## src/sv/ght_pkg.sv

```systemverilog
`timescale 1ns / 1ps
`default_nettype none
// ----------------------------------------------------------------------------
// ght_pkg
// Shared widths, command codes and the result record of the handle table.
// ----------------------------------------------------------------------------
package ght_pkg;

    localparam int SLOTS_PER_KIND   = 256;
    localparam int KIND_COUNT       = 7;
    localparam int HANDLE_GEN_SHIFT = 24;

    localparam int CMD_W    = 2;
    localparam int KIND_W   = 3;
    localparam int SLOT_W   = 8;
    localparam int KEY_W    = 64;
    localparam int NCNT_W   = 9;
    localparam int GEN_W    = 8;
    localparam int HANDLE_W = 32;

    typedef enum logic [CMD_W-1:0] {
        CMD_FIND   = 2'd0,
        CMD_WRITE  = 2'd1,
        CMD_COMMIT = 2'd2
    } t_cmd;

    typedef struct packed {
        logic                found;
        logic [SLOT_W-1:0]   slot_out;
        logic [GEN_W-1:0]    generation;
        logic [HANDLE_W-1:0] handle;
        logic                bumped;
    } t_rsp;

endpackage
`default_nettype wire

```

## src/sv/ght_if.sv

```systemverilog
`timescale 1ns / 1ps
`default_nettype none


interface ght_rsp_if;
    logic                          valid;
    logic                          ready;
    logic                          found;
    logic [ght_pkg::SLOT_W-1:0]    slot_out;
    logic [ght_pkg::GEN_W-1:0]     generation;
    logic [ght_pkg::HANDLE_W-1:0]  handle;
    logic                          bumped;

    modport source (output valid, found, slot_out, generation, handle, bumped,
                    input ready);
    modport sink   (input valid, found, slot_out, generation, handle, bumped,
                    output ready);
endinterface
`default_nettype wire

```

## src/sv/ght_out_reg.sv

```systemverilog
`timescale 1ns / 1ps
`default_nettype none
// ----------------------------------------------------------------------------
// ght_out_reg
// Single-entry output register for result items.
// ----------------------------------------------------------------------------
module ght_out_reg (
    input  wire logic          i_clk,
    input  wire logic          i_rst_n,
    input  wire logic          i_valid,
    input  wire ght_pkg::t_rsp i_data,
    output logic               o_ready,
    ght_rsp_if.source          o_rsp
);
    import ght_pkg::*;

    logic r_valid;
    t_rsp r_data;

    assign o_ready = !r_valid || o_rsp.ready;

    always_ff @(posedge i_clk) begin
        if (!i_rst_n) begin
            r_valid <= 1'b0;
        end else if (o_ready) begin
            r_valid <= i_valid;
        end
    end

    always_ff @(posedge i_clk) begin
        if (o_ready && i_valid) begin
            r_data <= i_data;
        end
    end

    assign o_rsp.valid      = r_valid;
    assign o_rsp.found      = r_data.found;
    assign o_rsp.slot_out   = r_data.slot_out;
    assign o_rsp.generation = r_data.generation;
    assign o_rsp.handle     = r_data.handle;
    assign o_rsp.bumped     = r_data.bumped;

endmodule
`default_nettype wire

```

## src/flat_wrapper.sv

```systemverilog
// flat-port wrapper written by rule: the top's interface ports become plain ports
module ght_out_reg_flat import ght_pkg::*;
  (i_clk, i_rst_n, i_valid, i_data, o_ready, o_rsp_valid, o_rsp_found, o_rsp_slot_out, o_rsp_generation, o_rsp_handle, o_rsp_bumped, o_rsp_ready);
  ght_rsp_if o_rsp_i ();
  input  wire logic i_clk;
  input  wire logic i_rst_n;
  input  wire logic i_valid;
  input  wire ght_pkg::t_rsp i_data;
  output logic o_ready;
  output wire logic [$bits(o_rsp_i.valid)-1:0] o_rsp_valid;
  output wire logic [$bits(o_rsp_i.found)-1:0] o_rsp_found;
  output wire logic [$bits(o_rsp_i.slot_out)-1:0] o_rsp_slot_out;
  output wire logic [$bits(o_rsp_i.generation)-1:0] o_rsp_generation;
  output wire logic [$bits(o_rsp_i.handle)-1:0] o_rsp_handle;
  output wire logic [$bits(o_rsp_i.bumped)-1:0] o_rsp_bumped;
  input wire logic [$bits(o_rsp_i.ready)-1:0] o_rsp_ready;
  assign o_rsp_valid = o_rsp_i.valid;
  assign o_rsp_found = o_rsp_i.found;
  assign o_rsp_slot_out = o_rsp_i.slot_out;
  assign o_rsp_generation = o_rsp_i.generation;
  assign o_rsp_handle = o_rsp_i.handle;
  assign o_rsp_bumped = o_rsp_i.bumped;
  assign o_rsp_i.ready = o_rsp_ready;
  ght_out_reg u_core (.i_clk(i_clk), .i_rst_n(i_rst_n), .i_valid(i_valid), .i_data(i_data), .o_ready(o_ready), .o_rsp(o_rsp_i));
endmodule
```

## config.mk

```make
export PLATFORM = sky130hd
export DESIGN_NAME = ght_out_reg_flat
export DESIGN_NICKNAME = d
export VERILOG_FILES = /design/src/sv/ght_pkg.sv /design/src/sv/ght_if.sv /design/src/sv/ght_out_reg.sv /design/src/flat_wrapper.sv
export SDC_FILE = /design/constraint.sdc
export NUM_CORES = 1
export LEC_CHECK = 0
export ABC_CLOCK_PERIOD_IN_PS = 1900
export BUFFER_PORTS_ARGS = -buffer_cell sky130_fd_sc_hd__buf_2
export CORE_ASPECT_RATIO = 0.8
export CORE_UTILIZATION = 23
export DETAILED_ROUTE_END_ITERATION = 10
export PLACE_DENSITY = 0.61
export REMOVE_ABC_BUFFERS = 1
export SYNTH_ARGS = -nofsm -noshare
export SYNTH_HDL_FRONTEND = slang
export SYNTH_SLANG_ARGS = --single-unit
```

## constraint.sdc

```tcl
create_clock -name i_clk -period 1.9 [get_ports i_clk]
set_input_delay 0.285 -clock i_clk [delete_from_list [all_inputs] [get_ports i_clk]]
set_output_delay 0.285 -clock i_clk [all_outputs]
set_load 0.01 [all_outputs]
```

==> reports/qor.yml, run 1 <==
clock_network:
  clk_path_buf_depth: 2
  cts_tree: "done"
  tritoncts.num_buffers: 5
  postCtsHoldBufs: 0
  clock_tree.htree_level_count: 2
  post_cts.resized_instances: 0
  cts.root.buffer_cell: "clkbuf_8"
  cts_post_setup_buffers_inserted: 0
  clkLatencyLatePin_ns: 0.29
  worst_setup_hold_path_clk_slew_ns: 0.09
  cts_num_sinks: 51
critical_path:
  criticalPathCategory: "reg2reg"
  reg2reg_depth: 3
  critical_path_arrival_ns: 1.28
  rr_startpoint: "u_core.o_rsp.valid"
  worst-endpoint-required_ns: 1.89
  reg2reg_slack_ns: 0.61
  timing.critical_path.to_type: "register"
  start_kind: "register"
  r2r-end: "u_core.o_rsp.generation[0]"
  critical_path.max_fanout: 31
place:
  portBuffers: 105
  hpwlAfterDp_um: 2190
  gp_routability_congestion: 0.630
  cell_count_after_placement: 245
floorplan:
  effective_utilization_at_floorplan_pct: 24.1
  die_h_um: 75.6
  placementRows: 26
  num_io_pins: 106
  core_footprint_um2: 6470
  die_area_um2: 7110
  die_width_um: 94.0
timing:
  setup_viol: 0
  fin_skew_ns: 0.00541
  rsz_0062_raised_after_global_routing: "no"
  final_hold_viol_count: 0
  setup_tns_ns: 0
  fmax_mhz: 775
  layout_min_cycle_time_ns: 1.29
  worst_slew_slack_as_a_fraction_of_its_limit_pct: 81.8
  final-max-slew-violation-count: 0
  tightestPinTransition_ns: 0.273
  fin_crit_sh_pct: 67.9
yosys:
  synth-adder-area-share_pct: 0
  synth_xor_xnor_area_share_pct: 0
  synth.mux.area_fraction_pct: 0
  ys_types: 6
  yosys_register_bits: 51
  yosys-top-cells-area: "edfxtp_1 (96%), dfxtp_1 (1.3%), nand2b_4 (0.88%)"
  mappedNetlistArea_um2: 1560
  syn-instance-count: 55
  main_combinational_cell_family_by_area_after_synthesis: "simple AND/OR/NAND/NOR gates"
  synthSimpleGateAreaFrac_pct: 1.44
  ys.warnings.count: 0
  synth.avg_cell_area_um2: 28.3
  synth_area_leader_cell: "edfxtp_1"
  synth_compound_gate_area_share_pct: 0.722
  synth_top_cell_area_share_pct: 96.3
  synth-seq-area-share_pct: 97.6
detailed_routing:
  drt-wirelength-per-cell_um: 11.3
  drtAntennaViolNets: 0
  num_vias: 916
  initialDrtViolationCount: 39
  detail_route.first_pass.iterations: 2
  wl_um: 2840
  drc_errors: 0
  drt-vias-per-instance: 3.63
grt:
  antenna_found_initial: 0
  grt_overflow_total: 0
  pin_count_of_the_biggest_net_entering_global_routing: 32
  grt_pass1_wl_um: 3970
  grt_util_all_layers_pct: 7.81
  first_global_vias: 843
min_path:
  hold_depth: 1
  min_from: "i_data[7]"
  worst_hold_endpoint: "u_core.o_rsp.handle[6]"
  hold_path_class: "in2reg"
power_and_ir_drop:
  power.density_nw_per_um2: 956
  leakage_nw: 0.986
  peakVddDrop_uv: 419
outcome:
  run_status: "finished, final reports clean"
cells_and_area:
  fin_cells: 252
  finish.net_count: 222
  fillerInstances: 639
  area_delta_synth_final_pct: 48.3
  n_antenna_cell: 0
  drive_above_1_share_pct: 68.5
job:
  max-cap-violations: 0
## power breakdown
part / internal, mW / total (mW) / switching (mW)
sequential: 1.31 / 1.33 / 0.0142
clock: 0.386 / 0.699 / 0.313
combinational: 0.0882 / 0.185 / 0.0972
## synthesized netlist by cell type (all sizes together)
library cell and n:
dfxtp 1, a21boi 1, inv 1, edfxtp 50, nand2b 1, and2 1
## flip-flops by register name, indices dropped and copies added (netlist names)
| register | count |
|---|---|
| u_core.o_rsp.valid | 1 |
| u_core.o_rsp.generation | 8 |
| u_core.o_rsp.slot_out | 8 |
| u_core.o_rsp.bumped | 1 |
| u_core.o_rsp.handle | 32 |
| u_core.o_rsp.found | 1 |
## critical path, stage by stage (launching register included)
cell	delay [ns]
dfxtp_1	0.34
nand2b_4	0.08
and2_4	0.31
buf_12	0.24
## cell usage in the layout (no fill, tap or decap)
| cell | instances |
|---|---|
| and2_4 | 1 |
| clkbuf_1 | 1 |
| nand2b_4 | 1 |
| buf_2 | 105 |
| inv_1 | 1 |
| buf_12 | 1 |
| a21boi_2 | 1 |
| edfxtp_1 | 50 |
| bufinv_16 | 1 |
| clkbuf_8 | 5 |
| dfxtp_1 | 1 |
## routing by layer
layer  up-vias  global-route usage (%)  routed length (um)
li1        439                       -                   -
met1       403                    9.43                1140
met2        71                    11.4                1250
met3         3                    4.79                 428
met4         0                    3.08                  14
met5         -                       0                   0
## how the worst max path moves through the flow
stage	from	to	cells past startpoint
after floorplan	u_core.o_rsp.valid	u_core.o_rsp.bumped	2
after global placement	o_rsp_ready	u_core.o_rsp.handle[7]	4
after detailed placement	o_rsp_ready	u_core.o_rsp.handle[15]	4
after CTS	u_core.o_rsp.valid	u_core.o_rsp.handle[3]	3
after global routing	u_core.o_rsp.valid	u_core.o_rsp.generation[0]	3
final	u_core.o_rsp.valid	u_core.o_rsp.generation[0]	3
## cells by family after synthesis
group           count (synthesis)
flops                          51
compound gates                  1
simple gates                    2
buf+inv                         1
## final cells by class
class	instances	area, um2	share of cell area [%]
clock inverters	1	30.0	1.30
multi-input cells	3	33.8	1.46
clock buffers	6	72.6	3.14
well taps	84	105	4.55
repair buffers	106	546	23.6
inverters	1	3.75	0.162
flip-flops and latches	51	1520	65.8
## stage by stage
| stage | hold WS (ns) | instance area (um2) | power [mW] | setup slack [ns] | utilization, % |
|---|---|---|---|---|---|
| finish | 0.161 | 2310 | 2.21 | 0.610 | 35.7 |
| floorplan | 0.384 | 1560 | 1.42 | 0.619 | - |
| CTS | 0.147 | 2310 | 2.25 | 0.597 | 35.7 |
| global placement | 0.461 | 2210 | 1.54 | 0.528 | 34.1 |
| global route | 0.143 | 2310 | 2.31 | 0.528 | 35.7 |
| detailed placement | 0.463 | 2210 | 1.54 | 0.518 | 34.1 |
(Power assumes the default switching activity.)
==> run 2, diff against run 1 <==
--- a/config.mk
+++ b/config.mk
@@ -5,7 +5,7 @@
 export SDC_FILE = /design/constraint.sdc
 export NUM_CORES = 1
 export LEC_CHECK = 0
-export ABC_CLOCK_PERIOD_IN_PS = 1900
+export ABC_CLOCK_PERIOD_IN_PS = 1280
 export BUFFER_PORTS_ARGS = -buffer_cell sky130_fd_sc_hd__buf_2
 export CORE_ASPECT_RATIO = 0.8
 export CORE_UTILIZATION = 23
==> constraint.sdc (replaced) <==
create_clock -name i_clk -period 1.28 [get_ports i_clk]
set_input_delay 0.192 -clock i_clk [delete_from_list [all_inputs] [get_ports i_clk]]
set_output_delay 0.192 -clock i_clk [all_outputs]
set_load 0.01 [all_outputs]
==> reports/qor.yml, run 2 (synthesis results as in run 1) <==
cells_and_area:
  area_delta_synth_final_pct: 49.9
  fin_cells: 254
  post-route-util_pct: 36.1
  highest_count_cells_in_the_layout_ignoring_fill_and_taps: "buf_2 (105), edfxtp_1 (50), clkbuf_8 (5)"
  largest_reg_flops: 32
  drive_above_1_share_pct: 68.8
  final_common_cell: "buf_2"
  register_area_um2: 1520
  final_design_area_no_fill_um2: 2340
  multiInputGateArea_um2: 33.8
  fillerInstances: 645
  finish.net_count: 223
  n_antenna_cell: 0
floorplan:
  die_area_um2: 7110
  placementRows: 26
  effective_utilization_at_floorplan_pct: 24.1
  num_io_pins: 106
  core_footprint_um2: 6470
  die_width_um: 94.0
  die_h_um: 75.6
critical_path:
  critical_path.max_fanout: 31
  timing.critical_path.to_type: "register"
  worst_path_max_delay_cell: "dfxtp_1"
  worst-endpoint-required_ns: 1.27
  critical_path_cell_sequence: "nand2b_4 -> and2_4 -> buf_12"
  critical_path_arrival_ns: 1.09
  critPathLaunch: "u_core.o_rsp.valid"
  largest_stage_delay_worst_path_ns: 0.34
  start_kind: "register"
  r2r-end: "u_core.o_rsp.generation[2]"
  reg2reg_depth: 3
  reg2reg_slack_ns: 0.19
  rr_startpoint: "u_core.o_rsp.valid"
  criticalPathCategory: "reg2reg"
place:
  portBuffers: 105
  gp_routability_congestion: 0.628
  cell_count_after_placement: 246
  placed_cell_area_um2: 2230
timing:
  setup_viol: 0
  layout_min_cycle_time_ns: 1.09
  tightestPinTransition_ns: 0.163
  final-max-slew-violation-count: 0
  fin_crit_sh_pct: 85.3
  fin_skew_ns: 0.00608
  final_hold_viol_count: 0
  worst_slew_slack_as_a_fraction_of_its_limit_pct: 89.1
  timing.hold.ws_ns: 0.0664
  fmax_mhz: 916
  rsz_0062_raised_after_global_routing: "no"
grt:
  grt_pass1_wl_um: 3930
  antenna_found_initial: 0
  first_global_vias: 876
  grt_overflow_total: 0
  grt_util_all_layers_pct: 7.70
  pin_count_of_the_biggest_net_entering_global_routing: 32
min_path:
  worst_hold_endpoint: "u_core.o_rsp.generation[1]"
  min_from: "i_data[34]"
  hold_path_class: "in2reg"
  hold_depth: 1
clock_network:
  worst_setup_hold_path_clk_slew_ns: 0.09
  clk_path_buf_depth: 2
  cts_post_setup_buffers_inserted: 0
  tritoncts.num_buffers: 5
  clock_tree.htree_level_count: 2
  postCtsHoldBufs: 0
  post_cts.resized_instances: 0
  clkLatencyLatePin_ns: 0.29
  cts.root.buffer_cell: "clkbuf_8"
  cts_tree: "done"
  cts_num_sinks: 51
detailed_routing:
  drt-wirelength-per-cell_um: 11.2
  drc_errors: 0
  drtAntennaViolNets: 0
  detail_route.first_pass.iterations: 2
  initialDrtViolationCount: 29
  wl_um: 2840
  num_vias: 923
  drt-vias-per-instance: 3.63
power_and_ir_drop:
  leakage_nw: 0.999
  peakVddDrop_uv: 524
  power.density_nw_per_um2: 1420
job:
  max-cap-violations: 0
outcome:
  run_status: "finished, final reports clean"
run 2: changes by cell type in the layout (fill, tap and decap cells not counted), sizes merged:
cell,change
buf,+1
clkbuf,-1
clkinv,+2
run 2: routing by layer:
metal  part of all wire (%)  vias to the layer above  track usage (%)
met5                      0                        -                0
met4                   0.92                        0             3.59
met3                     13                        5             4.19
met2                     43                       71             11.6
met1                     44                      404             9.11
li1                       -                      443                -
run 2: worst max-delay path, delay by kind of cell (launching register included):
kind | cells | cell delay (ns)
and+or+nand+nor | 2 | 0.25
buffers and inverters | 1 | 0.19
DFF | 1 | 0.34
run 2: per-stage QoR:
stage	setup TNS, ns	power (mW)	setup WS [ns]
final	0	3.31	0.188
after global routing	0	3.47	0.141
after CTS	0	3.38	0.178
after detailed placement	0	2.30	0.188
after global placement	0	2.29	0.203
after floorplan	-0.0287	2.10	-0.000574
run 2: layout make-up:
type | count | area share (%)
multi-input cells | 3 | 1.45
clock buffers | 5 | 2.94
flip-flops and latches | 51 | 65.1
repair buffers | 107 | 24.2
clock inverters | 3 | 1.66
well taps | 84 | 4.50
inverters | 1 | 0.161
run 2: where the power goes:
group	switching [mW]	internal (mW)
clock	0.486	0.572
combinational	0.145	0.139
sequential	0.0211	1.95
run 2: how the worst max path moves through the flow:
| stage | endpoint | slack (ns) | depth (start not counted) |
|---|---|---|---|
| 6_report | u_core.o_rsp.generation[2] | 0.19 | 3 |
| 5_1_grt | u_core.o_rsp.generation[4] | 0.14 | 3 |
| 4_1_cts | u_core.o_rsp.slot_out[4] | 0.18 | 3 |
| 3_5_place_dp | u_core.o_rsp.generation[2] | 0.19 | 3 |
| 3_3_place_gp | u_core.o_rsp.slot_out[4] | 0.20 | 3 |
| 2_1_floorplan | u_core.o_rsp.bumped | -0.0006 | 2 |
==> run 3, diff against run 2 <==
--- a/config.mk
+++ b/config.mk
@@ -11,7 +11,6 @@
 export CORE_UTILIZATION = 23
 export DETAILED_ROUTE_END_ITERATION = 10
 export PLACE_DENSITY = 0.61
-export REMOVE_ABC_BUFFERS = 1
 export SYNTH_ARGS = -nofsm -noshare
 export SYNTH_HDL_FRONTEND = slang
 export SYNTH_SLANG_ARGS = --single-unit
==> reports/qor.yml, run 3 (synthesis results as in run 1) <==
outcome:
  run_status: "finished, final reports clean"
detailed_routing:
  num_vias: 943
  detail_route.first_pass.iterations: 2
  drc_errors: 0
  drt-vias-per-instance: 3.71
  drtAntennaViolNets: 0
  drt-wirelength-per-cell_um: 11.5
  wl_um: 2920
  initialDrtViolationCount: 22
cells_and_area:
  fin_cells: 254
  area_delta_synth_final_pct: 49.4
  highest_count_cells_in_the_layout_ignoring_fill_and_taps: "buf_2 (105), edfxtp_1 (50), clkbuf_8 (7)"
  final_common_cell: "buf_2"
  fillerInstances: 637
  drive_above_1_share_pct: 68.8
  largest_reg_flops: 32
  finish.net_count: 223
  post-route-util_pct: 36.0
  final_design_area_no_fill_um2: 2330
  n_antenna_cell: 0
grt:
  grt_pass1_wl_um: 4270
  first_global_vias: 899
  pin_count_of_the_biggest_net_entering_global_routing: 30
  grt_overflow_total: 0
  grt_util_all_layers_pct: 8.38
  antenna_found_initial: 0
floorplan:
  die_width_um: 94.0
  placementRows: 26
  num_io_pins: 106
  effective_utilization_at_floorplan_pct: 24.1
  die_area_um2: 7110
  core_footprint_um2: 6470
  die_h_um: 75.6
critical_path:
  critical_path_arrival_ns: 1.08
  critical_path_cell_sequence: "nand2b_4 -> and2_4 -> buf_12"
  largest_stage_delay_worst_path_ns: 0.34
  reg2reg_slack_ns: 0.19
  critical_path.max_fanout: 29
  timing.critical_path.to_type: "register"
  worst-endpoint-required_ns: 1.27
  worst_path_max_delay_cell: "dfxtp_1"
  crit_buf_inv: 1
  criticalPathCategory: "reg2reg"
  cp_top_delay_family: "flip-flops"
  start_kind: "register"
clock_network:
  postCtsHoldBufs: 0
  cts.root.buffer_cell: "clkbuf_8"
  cts_post_setup_buffers_inserted: 0
  worst_setup_hold_path_clk_slew_ns: 0.08
  cts_num_sinks: 51
  clkLatencyLatePin_ns: 0.29
  clock_tree.htree_level_count: 2
  tritoncts.num_buffers: 5
  clk_path_buf_depth: 2
  cts_tree: "done"
  post_cts.resized_instances: 0
power_and_ir_drop:
  peakVddDrop_uv: 605
  power.density_nw_per_um2: 1380
  leakage_nw: 0.995
timing:
  worst_slew_slack_as_a_fraction_of_its_limit_pct: 89.3
  fmax_mhz: 918
  tightestPinTransition_ns: 0.161
  final_hold_viol_count: 0
  layout_min_cycle_time_ns: 1.09
  final-max-slew-violation-count: 0
  setup_viol: 0
  rsz_0062_raised_after_global_routing: "no"
  setup_tns_ns: 0
  fin_skew_ns: 0.00554
  post-route-worst-setup-slack_ns: 0.191
  fin_crit_sh_pct: 85.1
min_path:
  hold_path_class: "in2reg"
place:
  placed_cell_area_um2: 2230
  cell_count_after_placement: 246
  portBuffers: 105
  pre_cts_slack_ns: 0.201
  gp_routability_congestion: 0.614
job:
  max-cap-violations: 0
yosys:
  syn_nets: 109
==> run 3: cell count changes in the layout (fill, tap and decap cells not counted), sizes merged <==
| cell | previous run | this run |
|---|---|---|
| clkbuf | 5 | 8 |
| clkinv | 2 | 0 |
| bufinv | 1 | 0 |
==> run 3: path summary, 6_finish.rpt <==
| check | depth (start not counted) | to | from |
|---|---|---|---|
| worst min register to register | 2 | u_core.o_rsp.valid | u_core.o_rsp.valid |
| worst min-delay path | 1 | u_core.o_rsp.generation[0] | i_data[33] |
| worst max register to register | 3 | u_core.o_rsp.handle[9] | u_core.o_rsp.valid |
| worst max-delay path | 3 | u_core.o_rsp.handle[9] | u_core.o_rsp.valid |
==> run 3: power by group <==
group          leakage (nW)  switching (mW)  total [mW]  internal [mW]
combinational         0.452           0.146       0.285          0.139
clock                0.0515           0.470       0.963          0.493
sequential            0.492          0.0211        1.97           1.95
total                 0.995           0.637        3.22           2.58
==> run 3: layout make-up <==
cell class	instances	area, um2	area share [%]
multi-input combinational	3	33.8	1.45
sequential	51	1520	65.3
clock buffer	8	100	4.30
timing repair buffer	107	566	24.3
tap	84	105	4.51
inverter	1	3.75	0.161
==> run 3: metal layers <==
layer	part of all wire (%)	up-vias	GRT usage, %	wire length, um
met5	0	-	0	0
met4	1.4	0	4.10	40
met3	13	6	4.39	380
met2	47	64	12.7	1360
met1	39	431	9.86	1140
li1	-	442	-	-
==> run 3: per-stage QoR <==
step / hold slack, ns / total power, mW
2_1_floorplan: 0.291 / 2.10
3_3_place_gp: 0.368 / 2.29
3_5_place_dp: 0.370 / 2.30
4_1_cts: 0.0523 / 3.28
5_1_grt: 0.0428 / 3.38
6_report: 0.0687 / 3.22
